File: src/rtl/core/lvct_pkg.sv
`default_nettype none

package lvct_pkg;

    localparam int VALUE_WIDTH = 64;
    localparam int STAMP_WIDTH = 64;

    // Opcode carried on tuser
    localparam logic OP_ADD   = 1'b0;
    localparam logic OP_MERGE = 1'b1;

    typedef logic [VALUE_WIDTH-1:0]        value_t;
    typedef logic signed [STAMP_WIDTH-1:0] stamp_t;

    // Tracker state: previous value and its last stamp, current value with
    // its first and last stamps, and the seen flag.
    typedef struct packed {
        value_t pv;
        stamp_t pl;
        value_t cv;
        stamp_t cf;
        stamp_t cl;
        logic   seen;
    } track_t;

    // One input item after width trimming
    typedef struct packed {
        logic   op;
        value_t value;
        stamp_t stamp;
        track_t part;
    } item_t;

endpackage

`default_nettype wire

File: src/rtl/core/lvct_fold.sv
`default_nettype none

// Next-state logic: applies one add or merge item to the stored state.
module lvct_fold (
    input  wire lvct_pkg::track_t state_i,
    input  wire lvct_pkg::item_t  item_i,
    output lvct_pkg::track_t      state_o,
    output logic signed [63:0]    lca_o
);

    function automatic logic slt(input lvct_pkg::stamp_t x, input lvct_pkg::stamp_t y);
        return $signed(x) < $signed(y);
    endfunction

    // l ends before r starts, with the tie rules
    function automatic logic earlier(input lvct_pkg::track_t l, input lvct_pkg::track_t r);
        logic res;
        res = slt(l.cf, r.pl) ||
              ((l.cf == r.pl) && (slt(l.cf, r.cf) || slt(l.pl, r.pl)));
        return res;
    endfunction

    lvct_pkg::track_t a;
    lvct_pkg::track_t b;
    lvct_pkg::track_t nxt;
    lvct_pkg::track_t lt;
    lvct_pkg::track_t et;
    lvct_pkg::value_t v;
    lvct_pkg::stamp_t t;
    logic             ab_early;
    logic             ba_early;
    logic             b_later;
    logic             ext;

    assign a        = state_i;
    assign b        = item_i.part;
    assign v        = item_i.value;
    assign t        = item_i.stamp;
    assign ab_early = earlier(a, b);
    assign ba_early = earlier(b, a);
    assign b_later  = !slt(b.cf, a.cf);
    assign lt       = b_later ? b : a;
    assign et       = b_later ? a : b;

    always_comb begin
        nxt = a;
        ext = 1'b0;
        priority if (item_i.op == lvct_pkg::OP_ADD) begin
            priority if (!a.seen) begin
                nxt.pv   = v;
                nxt.pl   = t;
                nxt.cv   = v;
                nxt.cf   = t;
                nxt.cl   = t;
                nxt.seen = 1'b1;
            end else if (v != a.cv) begin
                nxt.pv = a.cv;
                nxt.pl = a.cl;
                nxt.cv = v;
                nxt.cf = t;
                nxt.cl = t;
            end else begin
                nxt.cl = t;
            end
        end else if (!b.seen) begin
            nxt = a;
        end else if (!a.seen) begin
            nxt = b;
        end else if (ab_early) begin
            // stored range lies wholly before the part
            priority if (b.pv != b.cv) begin
                nxt = b;
            end else if (a.cv != b.pv) begin
                nxt.pv = a.cv;
                nxt.pl = a.cl;
                nxt.cv = b.pv;
                nxt.cf = b.pl;
                nxt.cl = b.cl;
            end else begin
                if (a.pv == a.cv) begin
                    if (slt(b.pl, a.pl)) nxt.pl = b.pl;
                    if (slt(a.cf, b.cf)) nxt.cf = b.cf;
                end
                if (slt(a.cl, b.cl)) nxt.cl = b.cl;
            end
        end else if (ba_early) begin
            // part lies wholly before the stored range
            priority if (a.pv != a.cv) begin
                nxt = a;
            end else if (b.cv != a.pv) begin
                nxt.cv = a.pv;
                nxt.cf = a.pl;
                nxt.pv = b.cv;
                nxt.pl = b.cl;
            end else if (b.pv != b.cv) begin
                nxt    = b;
                nxt.cl = slt(b.cl, a.cl) ? a.cl : b.cl;
            end else begin
                if (slt(b.pl, a.pl)) nxt.pl = b.pl;
                if (slt(a.cf, b.cf)) nxt.cf = b.cf;
                if (slt(a.cl, b.cl)) nxt.cl = b.cl;
            end
        end else begin
            // overlapping ranges: lt is the one starting later
            if (slt(lt.pl, et.pl)) begin
                // earlier range contained in the later one
                priority if (lt.cv != et.cv) begin
                    nxt.pv = et.cv; nxt.cv = lt.cv;
                    nxt.pl = et.cl; nxt.cf = lt.cf; nxt.cl = lt.cl;
                end else if (lt.cv != et.pv) begin
                    nxt.pv = et.pv; nxt.cv = lt.cv;
                    nxt.pl = et.pl; nxt.cf = et.cf; nxt.cl = lt.cl; ext = 1'b1;
                end else if (lt.pv != et.pv) begin
                    nxt.pv = lt.pv; nxt.cv = et.pv;
                    nxt.pl = lt.pl; nxt.cf = et.pl; nxt.cl = lt.cl; ext = 1'b1;
                end else begin
                    nxt.pv = lt.pv; nxt.cv = lt.cv;
                    nxt.pl = lt.cl; nxt.cf = lt.cf; nxt.cl = lt.cl; ext = 1'b1;
                end
            end else begin
                // ranges intersect
                priority if (lt.cv != et.cv) begin
                    nxt.pv = et.cv; nxt.cv = lt.cv;
                    nxt.pl = et.cl; nxt.cf = lt.cf; nxt.cl = lt.cl;
                end else if (lt.cv != lt.pv) begin
                    nxt.pv = lt.pv; nxt.cv = lt.cv;
                    nxt.pl = lt.pl; nxt.cf = et.cf; nxt.cl = lt.cl; ext = 1'b1;
                end else if (lt.pv != et.pv) begin
                    nxt.pv = et.pv; nxt.cv = lt.pv;
                    nxt.pl = et.pl; nxt.cf = lt.pl; nxt.cl = lt.cl; ext = 1'b1;
                end else begin
                    nxt.pv = lt.pv; nxt.cv = lt.cv;
                    nxt.pl = lt.cl; nxt.cf = lt.cf; nxt.cl = lt.cl; ext = 1'b1;
                end
            end
            if (ext && slt(lt.cl, et.cl)) nxt.cl = et.cl;
            nxt.seen = a.seen;
        end
    end

    assign state_o = nxt;
    assign lca_o   = 64'($signed((nxt.pv == nxt.cv) ? nxt.pl : nxt.cf));

endmodule

`default_nettype wire

File: config.mk
export PLATFORM = sky130hd
export DESIGN_NAME = lvct_fold
export DESIGN_NICKNAME = d
export VERILOG_FILES = /design/src/rtl/core/lvct_pkg.sv /design/src/rtl/core/lvct_fold.sv
export SDC_FILE = /design/constraint.sdc
export NUM_CORES = 2
export LEC_CHECK = 0
export BUFFER_PORTS_ARGS = -buffer_cell sky130_fd_sc_hd__buf_4
export CAP_MARGIN = 20
export CELL_PAD_IN_SITES_DETAIL_PLACEMENT = 0
export CELL_PAD_IN_SITES_GLOBAL_PLACEMENT = 1
export CORE_AREA = 2 2 453 455
export DETAILED_ROUTE_END_ITERATION = 8
export DIE_AREA = 0 0 455 457
export PLACE_DENSITY = 0.64
export REMOVE_ABC_BUFFERS = 1
export SLEW_MARGIN = 20
export SYNTH_ARGS = -nofsm -noshare
export SYNTH_HDL_FRONTEND = slang
export SYNTH_SLANG_ARGS = --single-unit
File: constraint.sdc
create_clock -name vclk -period 8.5
set_clock_uncertainty 0.1 [all_clocks]
set_input_delay 0.85 -clock vclk [all_inputs]
set_output_delay 0.85 -clock vclk [all_outputs]
set_load 0.01 [all_outputs]
Word-level counts from Yosys, hierarchy flattened. Index checks and enable logic that the tools add are counted. W data, S select, Z words.

Register bits after elaboration: 0. Bits of input ports: 771. Memory bits (writable): 0. Memories kept: 0. Latch bits: 0. ROM bits: 0.

Eq/ne operators: 13. Div/mod/pow operators: 0. Magnitude comparators: 10. Shift-type cells: 0. $add $sub $neg: 0. Multiply operators: 0. Bitwise operators: 0. Muxes and demuxes: 42. Reductions and logical operators: 7.

Operator list (count): $mux W321 (8); $mux W320 (8); $mux W64 (14); $mux W256 (3); $lt A64 B64 Y1 (10); $ne A64 B64 Y1 (9); $eq A64 B64 Y1 (4); $mux W128 (2); $mux W65 (1); $mux W1 (6); $logic_or A1 B1 Y1 (4); $logic_and A1 B1 Y1 (3).

Depth between registers and ports, before layout.
Depth in word-level cells: 18. Gate-level depth with buffers: 30. Gate-level depth less buffers: 21.

Worst setup path before layout. No wires, ideal clock.

Path kind: input -> output. From: input state_i[202] (netlist bit). To: output lca_o[13]. Data arrival time: 6603 ps. Stages on the path: 25. Data required time: 7550 ps. Buffers on the path: 6. Path slack: 947 ps. Cell sequence: clkbuf_1 -> inv_1 -> ha_1 -> a211oi_1 -> o21ai_0 -> a221oi_1 -> a21oi_1 -> or3b_2 -> o221a_2 -> o22ai_1 -> o211ai_2 -> nand2_1 -> buf_2 -> buf_2 -> buf_2 -> buf_1 -> o22ai_1 -> nor2_1 -> xnor2_1 -> o2111ai_1 -> nor4_1 -> nand4_1 -> nor4_4 -> buf_6 -> mux2_1.

RTL lines: start, declared (line lvct_fold.sv:5) `input wire lvct_pkg::track_t state_i,`; end, declared (line lvct_fold.sv:8) `output logic signed [63:0] lca_o`.

Final worst setup path.
From: input item_i[228] (netlist bit). To: output lca_o[18].

Cells in the longest elaborated chain, start to end: 11. Elaborated cells between the ends (all ways): 28.

Ends and longest elaborated chain: start, declared (line lvct_fold.sv:6) `input wire lvct_pkg::item_t item_i,`; $lt A64 B64 Y1 (line lvct_fold.sv:12) `return $signed(x) < $signed(y);`; $logic_or A1 B1 Y1 / $mux W64 (equally long branches) (line lvct_fold.sv:19, lvct_fold.sv:81, lvct_fold.sv:99); $logic_and A1 B1 Y1 / $mux W64 (equally long branches) (line lvct_fold.sv:19, lvct_fold.sv:95); $logic_or A1 B1 Y1 / $mux W256 (equally long branches) (line lvct_fold.sv:18, lvct_fold.sv:90); $mux W321, on equally long branches (line lvct_fold.sv:86, lvct_fold.sv:88); $mux W321 * (line lvct_fold.sv:69) `end else if (ab_early) begin`; $mux W321 * (line lvct_fold.sv:67) `end else if (!a.seen) begin`; $mux W321 * (line lvct_fold.sv:65) `end else if (!b.seen) begin`; $mux W321 * (line lvct_fold.sv:48) `priority if (item_i.op == lvct_pkg::OP_ADD) begin`; $eq A64 B64 Y1 / $mux W321 (equally long branches) (line lvct_fold.sv:142, lvct_fold.sv:48); $mux W64 * (line lvct_fold.sv:142) `assign lca_o = 64'($signed((nxt.pv == nxt.cv) ? nxt.pl : nxt.cf));`.

Every way passes the cells marked *; elsewhere a longest branch is shown, timed or not.

==> results by group <==
Logic synthesis
  – Cell Area, Synth: 49060 um^2
  – Most frequent cell after synthesis: nand2_1
  – Synth cell types: between 90 and 100
  – Most frequent cells after synthesis: nand2_1 (1116), a21oi_1 (1059), nor2_1 (923), clkbuf_1 (834), o21ai_0 (768)
  – Synth top area cells: a21oi_1 (11%), nand2_1 (8.5%), ha_1 (8.2%)
  – Sequential share of the synthesized area: 0%
  – Share of the synthesized area in the top cell type: 10.80%
  – Yosys warning count: 0
  – Syn Area/Cell: approximately 5.8 um^2
  – Post-Synthesis Cells: approximately 8500
  – Area leader, netlist: a21oi_1

Critical path
  – CP required: ~7.6 ns
  – Cell family with most CP delay: compound AO/OA/AOI/OAI gates
  – Worst setup EP type: primary output
  – Crit path max-delay cell type: a222oi_1
  – CP Launch Type: primary input
  – Crit path max fanout: 7
  – Crit path from: item_i[228]
  – Critical Path Max Stage Delay: about 0.57 ns
  – Crit Path Category: primary input to primary output
  – WP buf/inv: 14
  – Worst endpoint data arrival time: about 8 ns
  – Most used cell, CP: buf_4

Cells and area
  – Final net count: 11150
  – Layout area overhead: 44.86%
  – Clock buf count: 0
  – Sequential cells: 0
  – Fraction of layout instances using a drive strength above 1: 28.29%
  – FF+latch area: 0 um^2
  – Final non-filler cell total: roughly 13000

Power and ir drop
  – Leakage: between 30 and 40 nW
  – Peak supply drop: approximately 0.1 mV
  – Pwr dens: 96.86 nW/um^2

Status
  – Failing checks: slew limit, setup timing
  – Status: complete, but fails checks

Floorplan
  – Die Wd: between 400 and 500 um
  – Row Count: around 170
  – Die height: 457 um
  – Starting density of the core: 24.13%
  – I/O pin cnt: 1156
  – Die footprint: approximately 210000 um^2
  – Core Area: 203300 um^2

Run
  – Max-Cap Viols: 0

Routing
  – Vias post-DR: between 80000 and 90000
  – Vias/cell: roughly 6.4
  – DRT iter0 DRCs: 12630
  – Total Routed Length: 477.4 mm
  – First drt pass iteration count: 8
  – DRC viols: 0
  – Post-route ant nets: 0
  – Routed WL per cell: around 37 um

Global route
  – Vias in the first global route: between 70000 and 80000
  – Largest net degree at the start of global routing: between 100 and 150
  – Total track usage: 43.19%
  – Antenna violations before repair: 55
  – First-pass GRT wire length: 640.4 mm
  – Grt ovf: 0

STA
  – Final setup violating endpoints: 64
  – Worst-Margin Slew: ~1.6 ns
  – Final Max Tran Viols: 58
  – Fmax: about 110 MHz
  – Min Hold Slack: a little under 2 ns
  – Final min period: slightly above 9 ns
  – Final Hold Vio Count: 0
  – Period Utilization, post-route: 107.3%
  – RSZ-0062 raised after global routing: true
  – Max-slew headroom: -9.775%
  – PnR worst setup slack: -0.6219 ns

Placed design
  – Routability cong.: ~1.1
  – Placed Cells: between 10000 and 15000
  – Port-buffer cells: 1156
  – Detail Placement HPWL: 360.1 mm

Worst hold path
  – Hold path start: item_i[332]
  – Hold crit path type: primary input to primary output
## metal layers
metal | routed length (um) | vias up | global-route usage, %
met5 | 129 | - | 0
met4 | 50080 | 22 | 36.50
met3 | 50750 | 1855 | 10.04
met2 | 204200 | 6851 | 66.47
met1 | 172200 | 39290 | 50.38
li1 | - | 34440 | -
## final cells by class
| cell class | count | area [um^2] |
|---|---|---|
| Antenna cell | 44 | 110.1 |
| Tap cell | 2688 | 3363 |
| Timing Repair Buffer | 2549 | 20720 |
| Inverter | 347 | 1321 |
| Fill cell | 22460 | 132300 |
| Multi-Input combinational cell | 7159 | 45560 |
## path summary, 6_finish.rpt
kind                           to  slack (ns)  depth (start not counted)
worst max-delay path    lca_o[18]       -0.62                         33
worst min-delay path  state_o[12]        1.92                          4
## cells in the final DEF, fill, tap and decap left out, drive strengths merged, types with 17 or more instances in the layout
| cell | n |
|---|---|
| buf | 2546 |
| nand2 | 1116 |
| a21oi | 1059 |
| nor2 | 924 |
| o21ai | 774 |
| o22ai | 376 |
| inv | 345 |
| xnor2 | 343 |
| ha | 320 |
| a211oi | 222 |
| nand4 | 170 |
| mux2i | 154 |
| xor2 | 134 |
| a222oi | 129 |
| nand3 | 119 |
| o211ai | 116 |
| o221ai | 111 |
| nor4 | 84 |
| o21a | 83 |
| nor3 | 81 |
| a31oi | 81 |
| a221o | 75 |
| mux2 | 75 |
| a221oi | 53 |
| a21o | 46 |
| diode | 44 |
| and3 | 44 |
| or3 | 40 |
| a22oi | 35 |
| nor2b | 34 |
| nand2b | 29 |
| a32oi | 22 |
| a21boi | 19 |
| a32o | 19 |
| o2111ai | 19 |
| a211o | 18 |
| and4 | 18 |
| o31ai | 18 |
| and2 | 17 |
| a2111oi | 17 |
## stage by stage
step	total power [mW]	area, um^2	TNS [ns]	setup WS, ns	util [%]
floorplan	2.897	45240	-8009.75	-27.46	-
global placement	6.338	68610	-133.83	-1.801	33.74
detailed placement	6.361	68610	-140.00	-1.787	33.74
CTS	6.559	70150	-17.14	-0.3236	34.50
global route	7.107	71030	-49.79	-0.8133	34.93
finish	6.884	71070	-36.33	-0.6219	34.95
## cell families after synthesis
logic type,count (synthesis),synth area share [%]
buffers and inverters,1335,10.45
and+or+nand+nor,2733,24.29
xor gates and xnor gates,477,8.515
adders and majority gates,320,8.160
muxes,229,4.863
AOI/OAI and AO/OA,3400,43.72
## where the power goes
part / internal [mW] / leakage (nW) / switching [mW]
clock: 0.000000266 / 0.000278 / 0
combinational: 2.65 / 31.0 / 4.24
sequential: 0 / 0 / 0
total: 2.65 / 31.0 / 4.24
## what timing repair did
item	in CTS	in global routing
pin swaps	41	44
setup buffers	37	20
hold buffers	0	0
setup endpoints to repair	128	127
gates cloned	7	2
gates resized for setup	238	111
(Power assumes the default switching activity.)
